<file path="src/rtl/fars_pkg.sv">
// fars_pkg: shared types and constants of the flow-affinity round-robin switch
// used by the channel interfaces and by every rtl module of the block
// no dependencies

package fars_pkg;

    // field widths of the packet key and of the routing result
    localparam int ADDR_W       = 32;
    localparam int L4_PORT_W    = 16;
    localparam int OUT_PORT_W   = 6;
    localparam int LIVE_FLOWS_W = 9;
    localparam int PORT_COUNT_W = 7;

    // default sizes handed to the top level
    localparam int FLOW_ENTRIES = 256;

    // port_count values above this are clamped
    localparam logic [PORT_COUNT_W-1:0] MAX_PORTS = PORT_COUNT_W'(64);

    // reset value of the port_count register
    localparam logic [PORT_COUNT_W-1:0] PORT_COUNT_RESET = PORT_COUNT_W'(2);

    // flow key as stored in the table
    typedef struct packed {
        logic [ADDR_W-1:0]    src_addr;
        logic [L4_PORT_W-1:0] src_port;
        logic [ADDR_W-1:0]    dst_addr;
        logic [L4_PORT_W-1:0] dst_port;
    } flow_key_t;

    // one table entry: key and the output port it was assigned
    typedef struct packed {
        flow_key_t             key;
        logic [OUT_PORT_W-1:0] port;
    } flow_entry_t;

endpackage

</file>
<file path="src/rtl/fars_rr.sv">
// fars_rr: round-robin output port pointer
// clamps port_count to MAX_PORTS and wraps the pointer; depends on fars_pkg

module fars_rr
(
    input  logic                                clk,
    input  logic                                rst_n,
    input  logic [fars_pkg::PORT_COUNT_W-1:0]   port_count,
    input  logic                                advance,
    output logic [fars_pkg::OUT_PORT_W-1:0]     next_port
);

    logic [fars_pkg::OUT_PORT_W-1:0]   rr_reg;
    logic [fars_pkg::OUT_PORT_W-1:0]   rr_next;
    logic [fars_pkg::PORT_COUNT_W-1:0] limit;
    logic [fars_pkg::PORT_COUNT_W-1:0] incr;

    // effective port count and incremented pointer with wrap
    always_comb
    begin
        limit = (port_count > fars_pkg::MAX_PORTS) ? fars_pkg::MAX_PORTS : port_count;
        incr  = fars_pkg::PORT_COUNT_W'(rr_reg) + fars_pkg::PORT_COUNT_W'(1);
        if (incr >= limit)
        begin
            next_port = '0;
        end
        else
        begin
            next_port = incr[fars_pkg::OUT_PORT_W-1:0];
        end
        rr_next = advance ? next_port : rr_reg;
    end

    // pointer register
    always_ff @(posedge clk or negedge rst_n)
    begin
        if (!rst_n)
        begin
            rr_reg <= '0;
        end
        else
        begin
            rr_reg <= rr_next;
        end
    end

    // a freshly handed out port always lies below the clamped limit, or is zero
    a_port_in_range: assert property (@(posedge clk) disable iff (!rst_n)
        advance |=> (rr_reg == '0) ||
                    (fars_pkg::PORT_COUNT_W'(rr_reg) < $past(limit)))
        else $error("round-robin port outside the port range");

    a_hold_pointer: assert property (@(posedge clk) disable iff (!rst_n)
        !advance |=> rr_reg == $past(rr_reg))
        else $error("round-robin pointer moved without a new flow");

endmodule

</file>
<file path="config.mk">
export PLATFORM = sky130hd
export DESIGN_NAME = fars_rr
export DESIGN_NICKNAME = d
export VERILOG_FILES = /design/src/rtl/fars_pkg.sv /design/src/rtl/fars_rr.sv
export SDC_FILE = /design/constraint.sdc
export NUM_CORES = 1
export LEC_CHECK = 0
export BUFFER_PORTS_ARGS = -buffer_cell sky130_fd_sc_hd__buf_2
export CAP_MARGIN = 30
export CORE_AREA = 2 2 39 41
export DETAILED_ROUTE_END_ITERATION = 8
export DIE_AREA = 0 0 41 43
export PLACE_DENSITY = 0.7
export SYNTH_ARGS = -nofsm -noshare
export SYNTH_HDL_FRONTEND = slang
export SYNTH_SLANG_ARGS = --single-unit
</file>
<file path="constraint.sdc">
create_clock -name clk -period 2 [get_ports clk]
set_input_delay 0.2 -clock clk [delete_from_list [all_inputs] [get_ports clk]]
set_output_delay 0.2 -clock clk [all_outputs]
set_load 0.01 [all_outputs]
</file>
# After elaboration in Yosys (flattened, before gate mapping)
# Cells that the tools add are included.
[totals]
register_bits = 6
out_inout_bits = 6
wordCells = 6
[classes]
addsub = 1
order_cmp = 2
n_mux = 2
[ops]
columns = ["cell", "count"]
rows = [
  ["$add A6 B1 Y7 const B", 1],
  ["$ge A7 B7 Y1", 1],
  ["$gt A7 B7 Y1 const B", 1],
  ["$mux W7", 1],
  ["$mux W6", 1],
]

# Depth between registers and ports, before layout
# Gate-level depths: netlist of the first run.
[logic_depth]
depth_word = 4
mapped_depth = 9

# Worst setup path after synthesis of the first run
# Ideal clock, no wire load.
[synth_timing]
path_type = "flip-flop to output port"
start = "register rr_reg[0] (netlist bit)"
end = "output next_port[2] (netlist bit)"
arrival_time_ns = 2.030
path_slack_ns = -0.230
path_stages_with_launch = 9
cell_sequence = "dfrtp_1 > ha_1 > nand3_1 > xnor2_1 > ha_1 > a211o_2 > a21oi_2 > o31ai_4 > and2b_2"
[synth_between]
elab_chain_cells = 3
[synth_lines]
columns = ["element", "line_no", "rtl"]
rows = [
  ["start, declared", "fars_rr.sv:13", "logic [fars_pkg::OUT_PORT_W-1:0] rr_reg;"],
  ["start signal, assigned", "fars_rr.sv:43", "rr_reg <= rr_next;"],
  ["$add A6 B1 Y7 *", "fars_rr.sv:22", "incr = fars_pkg::PORT_COUNT_W'(rr_reg) + fars_pkg::PORT_COUNT_W'(1);"],
  ["$ge A7 B7 Y1", "fars_rr.sv:23", "if (incr >= limit)"],
  ["$mux W6 *", "fars_rr.sv:23", ""],
  ["end, declared", "fars_rr.sv:10", "output logic [fars_pkg::OUT_PORT_W-1:0] next_port"],
]
# Mark *: on every way between the ends. The rest lies on a longest branch, timed or not.

# Final worst setup path of the first run
# Ends and elaborated chain as after synthesis.

==> results of run 1 <==
-- kinds of logic (layout without fill, tap and decap cells) --
| family | Yosys count | count (layout) | synth area share, % |
|---|---|---|---|
| xor+xnor | 4 | 4 | 6.182 |
| mux | 4 | 4 | 9.933 |
| fa+ha+maj | 8 | 8 | 17.66 |
| simple gates | 24 | 24 | 24.29 |
| buf+inv | 4 | 29 | 2.648 |
| compound gates | 8 | 9 | 12.81 |
| flops | 6 | 6 | 26.49 |
-- repair_timing --
item	4_1_cts	5_1_grt
hold buffers	1	0
setup endpoints to repair	12	12
endpoints found under the hold margin	6	0
gates resized for setup	5	8
cloned	1	0
setup buffers	1	1
pin swaps	4	6
-- through the flow --
stage | util, % | setup TNS (ns) | power (µW) | worst slack (ns)
2_1_floorplan | - | -0.9923 | 731.9 | -0.1376
3_3_place_gp | 51.27 | -2.565 | 944.8 | -0.3157
3_5_place_dp | 51.27 | -2.918 | 957.9 | -0.3591
4_1_cts | 56.78 | -3.889 | 1169 | -0.5318
5_1_grt | 61.21 | -4.666 | 1401 | -0.5889
6_report | 61.21 | -3.535 | 1293 | -0.4897
-- worst max-delay path, stage by stage, from the launching register on --
cell,delay (ns)
sky130_fd_sc_hd__dfrtp_2,0.43
sky130_fd_sc_hd__ha_4,0.18
sky130_fd_sc_hd__nand3_4,0.10
sky130_fd_sc_hd__xnor2_4,0.13
sky130_fd_sc_hd__ha_4,0.23
sky130_fd_sc_hd__a211o_2,0.32
sky130_fd_sc_hd__a21oi_4,0.19
sky130_fd_sc_hd__o31ai_4,0.13
sky130_fd_sc_hd__and2b_2,0.24
sky130_fd_sc_hd__buf_6,0.09
-- how the worst min path moves through the flow --
stage	slack, ns	end	start
final	0.29	rr_reg[0]$_DFFE_PN0P_	advance
after CTS	0.29	rr_reg[0]$_DFFE_PN0P_	advance
after detailed placement	0.03	rr_reg[4]$_DFFE_PN0P_	rst_n
after floorplan	-0.1	rr_reg[0]$_DFFE_PN0P_	rst_n
after global placement	0.03	rr_reg[5]$_DFFE_PN0P_	rst_n
after global routing	0.30	rr_reg[0]$_DFFE_PN0P_	advance
-- synth_stat cells --
master	n
sky130_fd_sc_hd__ha_1	8
sky130_fd_sc_hd__nand2_1	7
sky130_fd_sc_hd__dfrtp_1	6
sky130_fd_sc_hd__inv_1	3
sky130_fd_sc_hd__mux2_4	3
sky130_fd_sc_hd__nand3_1	3
sky130_fd_sc_hd__nor2_1	3
sky130_fd_sc_hd__nor2b_2	3
sky130_fd_sc_hd__xnor2_1	3
sky130_fd_sc_hd__o21ai_0	2
sky130_fd_sc_hd__a211o_2	1
sky130_fd_sc_hd__a211oi_1	1
sky130_fd_sc_hd__a21o_1	1
sky130_fd_sc_hd__a21oi_2	1
sky130_fd_sc_hd__and2b_2	1
sky130_fd_sc_hd__and3_1	1
sky130_fd_sc_hd__buf_1	1
sky130_fd_sc_hd__mux2_2	1
sky130_fd_sc_hd__nand2b_1	1
sky130_fd_sc_hd__nand3b_1	1
sky130_fd_sc_hd__nand4_2	1
sky130_fd_sc_hd__nor2_2	1
sky130_fd_sc_hd__nor2b_1	1
sky130_fd_sc_hd__nor3_1	1
sky130_fd_sc_hd__o21a_1	1
sky130_fd_sc_hd__o31ai_4	1
sky130_fd_sc_hd__xor2_1	1
-- layer usage --
metal  GRT usage (%)  vias to the layer above  wire length (µm)
li1                -                      265                 -
met4           2.000                        0                 0
met1           20.07                      236               541
met2           26.88                       10               617
met3           4.712                        0                42
met5               0                        -                 0
-- power by group --
group          switching (µW)  internal, µW
combinational             439           497
sequential               64.5           173
clock                    43.4          75.6
total                     547           746
-- final cells by class --
class / count / share of cell area (%)
well taps: 16 / 2.363
multi-input cells: 49 / 58.64
clock buffers: 4 / 3.102
inverters: 3 / 1.329
repair buffers: 22 / 16.54
flip-flops and latches: 6 / 18.02
==> results.md, run 1 <==
- In this run the worst path has a maximum fanout of 5.
- The CTS buffer count is 3.
- The chip height is 43 µm.
- The clock net in this run drives a total of 6 sinks.
- The post-DP HPWL is 891.5 µm.
- The congestion estimate from routability-driven global placement came to 0.7260.
- The beginning of the worst register-to-register path is rr_reg[0]$_DFFE_PN0P_.
- Timing would allow up to 0.4017 GHz.
- The final number of hold-violating endpoints was 0.
- The kind of end point of the critical path is a primary output.
- The sum of overflow across all layers after global routing is 0.
- The count of unresolved DRC violations after routing is 0.
- Counting flops and latches in the post-synthesis netlist gives 6.
- By area the synthesized netlist is led by sky130_fd_sc_hd__dfrtp_1 26%, sky130_fd_sc_hd__ha_1 18%, sky130_fd_sc_hd__mux2_4 7.9%, sky130_fd_sc_hd__nand2_1 4.6%, sky130_fd_sc_hd__nor2b_2 4.6%.
- Setup repair after global routing could not meet its margin everywhere.
- The number of placed instances with taps included is 92.
- The register with the most flip-flops in the layout has 6 of them.
- In this run the core area contains 14 standard-cell rows.
- The net count of the finished layout is 103.
- In this run the biggest area consumer among cell types represents 26.49% of the synthesized area.
- The static power due to leakage is 0.0004082 µW.
- The min-delay analysis places its worst path in the category input pin to flip-flop.
- The final worst hold slack is 0.2924 ns.
- Once the floorplan was initialized, standard cells occupied 40.96% of the core.
- The final worst-path setup slack is -0.4897 ns.
- The die covers 1763 µm².
- In this run the standard cell core region covers 1384 µm².
- The routed via count is 511.
- Of the cells placed in the final design, the portion with a size suffix greater than 1 is 55.95%.
- The netlist area before placement is 566.8 µm².
- After routing the design area is 847.1 µm².
- The top cell types in the final layout, fill and taps aside, are 14 x sky130_fd_sc_hd__buf_2, 7 x sky130_fd_sc_hd__nand2_1, 6 x sky130_fd_sc_hd__ha_1.
- TritonCTS built the clock tree.
- The distinct cell type count of the synthesized netlist is 27.
- The via count of the first global-routing pass is 474.
- The cell type with the largest total area after synthesis is sky130_fd_sc_hd__dfrtp_1.
- The synthesized area per cell is 9.772 µm².
- The remaining max-slew budget at the tightest pin is 75.28%.
- The worst setup path startpoint is rr_reg[0]$_DFFE_PN0P_.
- The final number of max-transition violations came to 0.
- The classification of the worst setup path is flip-flop to primary output.
- Power spread over the standard cell area amounts to 1526 nW/µm².
- The flip-flop and latch area is 152.6 µm².
- Synthesis handed over a netlist of 58 instances.
- The maximum buffer depth of the clock tree is 2.
- Across all register-to-register paths, the minimum setup slack is -0.21 ns.
- During I/O placement, the number of pins put on the boundary was 16.
- The post-route fraction of the period consumed by the critical path is 124.5%.
- IR analysis of the VDD net gives a maximum drop of 692.7 µV.
- Once layout is complete, the cells apart from fillers number 100.
- The worst setup path is launched from a flip-flop.
- The instance count along the most critical hold path is 2.
- The endpoint of the most critical register-to-register path is rr_reg[1]$_DFFE_PN0P_.
- The worst-case clock skew is 0.0003630 ns.
- The count of buffers added on input and output ports is 15.
- The cell area after placement is 709.4 µm².
- The clock-pin slew reported for the worst setup and hold paths after clock tree synthesis is 0.05 ns.
- The setup violation total in the final timing report is 12.
- The end point of the critical path is next_port[2].
- The routed via count divided by cell count is 5.110.
- The slew at the pin with the worst max-slew slack is 0.3686 ns.
- Dividing the detail-routed wire length by the instance count gives 12.02 µm.
- Synthesis produced a netlist with a net count of 76.
- The detailed router finished its first iteration with 7 violations.
- The routed design could run at a clock period as short as 2.490 ns.
- During synthesis, Yosys emitted a total of 0 warnings.
- Summing all multi-input logic gate instances after layout gives 496.7 µm².
- The number of antenna violations at the first check in global routing is 0.
- The detail route stage leaves a number of antenna-violating nets equal to 0.
- STA puts the critical path data arrival time at 2.29 ns.
- In this run the number of H-tree levels came out at 1.
- The repair_antennas step left the layout with diodes totalling 0.
- Across every metal layer, demand over resource in global routing totals 16.08%.
- The total of max-cap violations is 0.
- At the worst endpoint, the required time is 1.80 ns.
- The sequential element share of the synthesized area is 26.49%.
- The depth of the worst register-to-register path is 9.
- The sum of routed wire length over all layers is 1202 µm.
- The buffer type at the clock tree root is sky130_fd_sc_hd__clkbuf_4.
- The flow ran to the end, but the final reports show violations.
- The final reports fail on setup timing.
- Measured along the x axis, the die boundary spans 41 µm.
- The pre-antenna-repair detailed-routing pass consisted of 2 iterations.
- The pin count of the biggest net entering global routing is 9.
- The synthesis-to-finish area growth is 49.45%.
- The filler cell count in the final layout is 117.
- The first global-routing pass estimated 1932 µm of wire.
- The commonest non-fill, non-tap cell in the layout is sky130_fd_sc_hd__buf_2.
- The insertion delay of the later-clocked pin in the worst-skew pair is 0.24 ns.
Power figures use the tool's default switching activity.
==> inputs of run 2 (changes only) <==
- BUFFER_PORTS_ARGS: -buffer_cell sky130_fd_sc_hd__buf_2 -> -buffer_cell sky130_fd_sc_hd__buf_4
- CTS_BUF_LIST: default -> sky130_fd_sc_hd__clkbuf_4 sky130_fd_sc_hd__clkbuf_8
==> results.md, run 2 (synthesis gave the netlist of run 1 again) <==
- The flow ran to the end, but the final reports show violations.
- The final reports fail on setup timing.
- The flip-flop and latch area is 151.4 µm² (-0.82%).
- The setup violation total in the final timing report is 12 (unchanged).
- The number of rows in the core area is 14 (unchanged).
- The detailed-routing iteration count for the pre-antenna-repair pass is 4 (+2).
- The post-detailed-route wirelength per cell is 12.97 µm (+7.9%).
- The endpoint of the most critical register-to-register path is rr_reg[2]$_DFFE_PN0P_.
- The filler cell count in the final layout is 117 (unchanged).
- The total core area is 1384 µm² (unchanged).
- The via count of the first global-routing pass is 541 (+14%).
- The data required time at the worst endpoint is 1.80 ns (about the same).
- The largest fanout on the critical path came to 5 (unchanged).
- The fraction of met2 tracks used by global routing is 30.63% (+3.8 points).
- From synthesis to final layout, the design area changed by 66.67%.
- The critical path starts at rr_reg[1]$_DFFE_PN0P_.
- The multi-input logic area is 491.7 µm² (-1.0%).
- The post-route fraction of the period consumed by the critical path is 128.8% (+4.3 points).
- The CTS H-tree depth is 1 (unchanged).
- The clock-pin slew reported for the worst setup and hold paths after clock tree synthesis is 0.05 ns (about the same).
- In this run the critical register-to-register path is launched from rr_reg[1]$_DFFE_PN0P_.
- The count of unresolved DRC violations after routing is 0 (unchanged).
- The commonest non-fill, non-tap cell in the layout is sky130_fd_sc_hd__buf_4.
- The total global routing track utilization is 18.74% (+2.7 points).
- The number of antenna violations at the first check in global routing is 0 (unchanged).
- The sum of routed wire length over all layers came to 1388 µm (+15%).
- The x dimension of the die is 41 µm (unchanged).
- The total of max-cap violations is 0 (unchanged).
- The classification of the worst setup path is flip-flop to primary output.
- The maximum resistive drop on vdd is 791.1 µV (+14%).
- The accumulated negative setup slack is -5.109 ns (-1.575 ns).
- Setup repair after global routing could not meet its margin everywhere.
- The number of buffer cells added on primary ports was 15 (unchanged).
- The final number of max-transition violations came to 0 (unchanged).
- The number of clock sinks is 6 (unchanged).
- The power per unit of standard cell area is 1536 nW/µm² (+0.62%).
- The final number of hold-violating endpoints is 0 (unchanged).
- The number of diodes is 0 (unchanged).
- The count of nets left with antenna violations after detail routing came to 0 (unchanged).
- The worst hold path belongs to the class input pin to flip-flop.
- The total I/O pin count is 16 (unchanged).
- The DRC marker count from the first detailed-route iteration is 4 (-3).
- TritonCTS built the clock tree.
- The fraction of met1 tracks used by global routing is 23.84% (+3.8 points).
- The sum of overflow across all layers after global routing is 0 (unchanged).
- The weighted congestion at the end of routability-driven global placement is 0.7187 (-1.0%).
- The remaining max-slew budget at the tightest pin is 80.77% (+5.5 points).
- The minimum period implied by the final worst setup slack came to 2.577 ns (+0.08687 ns).
- The number of flip-flops under the largest register name is 6 (unchanged).
- The routed via count is 543 (+6.3%).
- The fraction of final layout cells sized beyond drive strength 1 is 61.54% (+5.6 points).
- The slew at the pin with the worst max-slew slack is 0.2885 ns (-0.08014 ns).
- The buffer type at the clock tree root is sky130_fd_sc_hd__clkbuf_4.
- The routed via count divided by cell count came to 5.075 (-0.69%).
- The startpoint class of the critical path is a flip-flop.
- The post-DP HPWL is 940.8 µm (+5.5%).
- The depth of the worst register-to-register path came to 11 (+2).
- The static power due to leakage is 0.0004746 µW (+16%).
- The final worst-path setup slack is -0.5765 ns (-0.08687 ns).
- The worst-case clock skew is 0.0008017 ns (+0.0004388 ns).
- In this run the most used layer during global routing was met2.
- The first-pass GRT wire length was 2270 µm (+17%).
- The chip height is 43 µm (unchanged).
- The final worst hold slack is 0.2175 ns (-0.07490 ns).
- STA classifies the critical path endpoint as a primary output.
- The met3 layer usage reported by global route was 6.283% (+1.6 points).
- The critical path arrival came to 2.38 ns (+0.09 ns).
- The initial core utilization is 40.96% (unchanged).
- The fmax is 0.3881 GHz (-3.4%).
- The net count of the finished layout was 110 (+6.8%).
- Following the worst setup path forward leads to its endpoint at next_port[5].
- The maximum buffer depth of the clock tree was 2 (unchanged).
- The worst setup slack for register-to-register paths is -0.35 ns (-0.14 ns).
- The pin count of the biggest net entering global routing is 9 (unchanged).
- The area of the die is 1763 µm² (unchanged).
- The CTS buffer count is 3 (unchanged).
- In the layout the commonest cells are 28 x sky130_fd_sc_hd__buf_4, 7 x sky130_fd_sc_hd__nand2_1, 6 x sky130_fd_sc_hd__ha_1.
- The insertion delay of the later-clocked pin in the worst-skew pair was 0.24 ns (about the same).
[run 2: cell count changes in the layout (fill, tap and decap cells not counted), sizes merged]
cell	before	now
buf	21	29
o31ai	2	1
[run 2: final cells by class]
class	instances	area share, %
Tap cell	16	2.119
Clock buffer	4	3.179
Inverter	3	1.192
Timing Repair Buffer	30	25.43
Multi-Input combinational cell	48	52.05
Sequential cell	6	16.03
[run 2: worst max-delay path, stage by stage (launching register included)]
cell and delay [ns]:
sky130_fd_sc_hd__dfrtp_1 0.39, sky130_fd_sc_hd__ha_4 0.17, sky130_fd_sc_hd__nand3_4 0.08, sky130_fd_sc_hd__xnor2_2 0.16, sky130_fd_sc_hd__ha_1 0.32, sky130_fd_sc_hd__a211o_2 0.33, sky130_fd_sc_hd__a21oi_4 0.16, sky130_fd_sc_hd__o31ai_4 0.11
sky130_fd_sc_hd__buf_4 0.17, sky130_fd_sc_hd__nor2b_4 0.12, sky130_fd_sc_hd__buf_4 0.12
[run 2: power breakdown]
group          leakage, µW  switching (µW)  total [µW]  internal [µW]
sequential       0.0000767            61.5         232            171
clock            0.0000184            46.5         136           89.3
combinational     0.000380             465        1080            618
total             0.000475             573        1450            878
[run 2: worst min path at each step]
stage	start	end	slack [ns]	cells past startpoint
detailed placement	rst_n	rr_reg[3]$_DFFE_PN0P_	0.01	1
CTS	advance	rr_reg[0]$_DFFE_PN0P_	0.22	2
floorplan	rst_n	rr_reg[0]$_DFFE_PN0P_	-0.1	0
global route	advance	rr_reg[0]$_DFFE_PN0P_	0.20	2
finish	advance	rr_reg[0]$_DFFE_PN0P_	0.22	2
global placement	rst_n	rr_reg[5]$_DFFE_PN0P_	0.01	1
[run 2: timing repair]
| action | in CTS | in global routing |
|---|---|---|
| endpoints found under the hold margin | 6 | 0 |
| hold buffers | 1 | 0 |
| setup endpoints to repair | 12 | 12 |
| pin swaps | 5 | 4 |
| buffers inserted | 6 | 3 |
| gates resized for setup | 6 | 7 |
[run 2: routing by layer]
layer	up-vias	wire length, µm	part of all wire, %
met5	-	0	0
met1	261	568	41
met3	0	62	4.5
met4	0	0	0
li1	266	-	-
met2	16	756	54
[run 2: per-stage QoR]
stage / area, µm² / utilization [%] / total power [µW] / instances / setup WS (ns)
6_report: 944.7 / 68.26 / 1451 / 107 / -0.5765
5_1_grt: 944.7 / 68.26 / 1577 / 107 / -0.6876
4_1_cts: 879.6 / 63.56 / 1356 / 104 / -0.5345
3_5_place_dp: 767.0 / 55.43 / 1075 / 93 / -0.3628
3_3_place_gp: 767.0 / 55.43 / 1058 / 93 / -0.3227
2_1_floorplan: 588.1 / - / 731.9 / 58 / -0.1376
==> inputs of run 3 (changes only) <==
- PLACE_DENSITY: 0.7 -> 0.73
- clock period: 2 -> 2.1 ns (I/O delays scaled with it)
==> results.md, run 3 (synthesis gave the netlist of run 1 again) <==
- The run finished, with violations left.
- The final reports fail on setup timing.
- The minimum period implied by the final worst setup slack is 2.500 ns.
- The setup violation total in the final timing report is 12 (unchanged).
- The weighted congestion at the end of routability-driven global placement is 0.7325 (+1.9%).
- The slew at the pin with the worst max-slew slack is 0.3529 ns (+0.06444 ns).
- The routed length on met1 is 554 µm (-2.5%).
- The power per unit of standard cell area is 1495 nW/µm² (-2.7%).
- The number of diodes came to 0 (unchanged).
- The number of buffer cells added on primary ports was 15 (unchanged).
- The insertion delay of the later-clocked pin in the worst-skew pair came to 0.24 ns (about the same).
- The CTS buffer count came to 3 (unchanged).
- The final number of hold-violating endpoints is 0 (unchanged).
- The synthesis-to-finish area growth is 68.87%.
- The area of the die is 1763 µm² (unchanged).
- The kind of end point of the critical path is a primary output.
- The first-pass GRT wire length is 1966 µm (-13%).
- The slowest library cell on the worst path is sky130_fd_sc_hd__dfrtp_1.
- The number of rows in the core area is 14 (unchanged).
- The via count of the first global-routing pass is 516 (-4.6%).
- The post-DP HPWL was 932.6 µm (-0.87%).
- The x dimension of the die is 41 µm (unchanged).
- The pin count of the biggest net entering global routing is 9 (unchanged).
- The commonest non-fill, non-tap cell in the layout is sky130_fd_sc_hd__buf_4.
- The static power due to leakage is 0.0004465 µW (-5.9%).
- The post-layout utilization of the core is 69.17% (+0.90 points).
- The length of routed met3 wiring is 51 µm (-18%).
- The worst-case clock skew is 0.002379 ns (+0.001577 ns).
- The sum of routed wire length over all layers is 1454 µm (+4.8%).
- The remaining max-slew budget at the tightest pin is 76.47% (-4.3 points).
- Leaving out fill and tap cells, the most frequent cells in the layout are 22 x sky130_fd_sc_hd__buf_4, 7 x sky130_fd_sc_hd__nand2_1, 6 x sky130_fd_sc_hd__dfrtp_1.
- The count of nets left with antenna violations after detail routing came to 0 (unchanged).
- The chip height was 43 µm (unchanged).
- The largest fanout on the critical path is 4 (-1).
- The net count of the finished layout was 106 (-3.6%).
- The number of flip-flops under the largest register name is 6 (unchanged).
- The total power of the final layout came to 1431 µW (-1.4%).
- The most frequent cell on the critical path is sky130_fd_sc_hd__buf_4.
- The number of clock sinks is 6 (unchanged).
- The total global routing track utilization came to 16.16% (-2.6 points).
- The number of placed instances with taps included was 94 (+1.1%).
- TritonCTS built the clock tree.
- The non-filler instance count after layout was 102 (-4.7%).
- The CTS H-tree depth is 1 (unchanged).
- The post-placement setup slack is -0.2608 ns (+0.1020 ns).
- The detailed-routing iteration count for the pre-antenna-repair pass was 1 (-3).
- The critical path arrival is 2.29 ns (-0.09 ns).
- The number of antenna violations at the first check in global routing is 0 (unchanged).
- The maximum resistive drop on vdd is 818.4 µV (+3.4%).
- The maximum buffer depth of the clock tree is 2 (unchanged).
- Based on the critical path, the design can be clocked at up to 0.4000 GHz.
- The buffer type at the clock tree root is sky130_fd_sc_hd__clkbuf_4.
- The clock-pin slew reported for the worst setup and hold paths after clock tree synthesis is 0.04 ns (about the same).
- The total of max-cap violations was 0 (unchanged).
- The class of the tightest hold or removal check is input pin to flip-flop.
- The final worst hold slack is 0.2628 ns (+0.04536 ns).
- The classification of the worst setup path is flip-flop to primary output.
- The count of unresolved DRC violations after routing was 0 (unchanged).
- Routed signal wires occupy layers up through met4.
- Setup repair after global routing could not meet its margin everywhere.
- The sum of overflow across all layers after global routing is 0 (unchanged).
- The fraction of final layout cells sized beyond drive strength 1 is 59.30% (-2.2 points).
- The delay contributed by the slowest stage of the critical path came to 0.41 ns (+0.02 ns).
- The routed length on met2 is 840 µm (+11%).
- The final number of max-transition violations is 0 (unchanged).
- The total core area is 1384 µm² (unchanged).
- The initial core utilization came to 40.96% (unchanged).
- The routed via count divided by cell count is 5.196 (+2.4%).
- The routed via count is 530 (-2.4%).
- The data required time at the worst endpoint is 1.89 ns (+0.09 ns).
- The DRC marker count from the first detailed-route iteration is 0 (-4).
- The post-route fraction of the period consumed by the critical path is 119.1%.
- The worst setup path is launched from a flip-flop.
- The critical path goes through and3_1 > nand3_1 > xnor2_2 > ha_4 > o21a_1 > a21oi_4 > buf_4 > o31ai_4 > nor2_2 > buf_4.
- The total I/O pin count is 16 (unchanged).
- The final worst-path setup slack is -0.4001 ns (+0.1765 ns).
- The post-detailed-route wirelength per cell is 14.25 µm (+9.9%).
[run 3: metrics by stage]
stage	area (µm²)	TNS, ns
finish	957.2	-2.419
global route	957.2	-3.997
CTS	842.1	-2.371
detailed placement	758.2	-1.607
global placement	758.2	-1.350
floorplan	584.3	-0.2466
[run 3: report_power, final]
group	internal (µW)	switching (µW)	leakage (µW)
combinational	601	507	0.000355
clock	64.4	37.9	0.0000138
sequential	161	59.2	0.0000778
total	826	604	0.000446
[run 3: critical path, delay by kind of cell (launching register included)]
kind	cells	cell delay [ns]
fa+ha+maj	1	0.24
xor+xnor	1	0.22
simple gates	3	0.43
compound gates	3	0.47
flops	1	0.41
buf+inv	2	0.28
[run 3: cell type report]
cell class | instances | area [µm²]
multi-input combinational | 49 | 555.5
timing repair buffer | 25 | 197.7
tap | 16 | 20.02
clock buffer | 3 | 22.52
sequential | 6 | 150.1
fill | 112 | 426.7
inverter | 3 | 11.26
[run 3: per-layer routing]
layer,track usage [%],vias up
met5,0,-
met4,2.000,0
met3,6.283,2
met2,27.19,12
met1,19.02,253
li1,-,263
[run 3: what timing repair did]
action | 4_1_cts | 5_1_grt
setup endpoints to repair | 12 | 12
buffers inserted | 1 | 2
resized for setup | 5 | 13
hold endpoints to repair | 6 | 0
pin swaps | 4 | 3
hold buffers | 1 | 0
gates cloned | 1 | 0
[run 3: path summary, 6_finish.rpt]
kind	to	cells after the start	slack (ns)	from
worst max-delay path	next_port[1]	10	-0.40	rr_reg[0]$_DFFE_PN0P_
min in group asynchronous	rr_reg[5]$_DFFE_PN0P_	2	0.32	rst_n
worst max register to register	rr_reg[1]$_DFFE_PN0P_	11	-0.13	rr_reg[0]$_DFFE_PN0P_
max in group asynchronous	rr_reg[1]$_DFFE_PN0P_	2	1.66	rst_n
worst min register to register	rr_reg[5]$_DFFE_PN0P_	1	0.61	rr_reg[5]$_DFFE_PN0P_
worst min-delay path	rr_reg[0]$_DFFE_PN0P_	2	0.26	advance
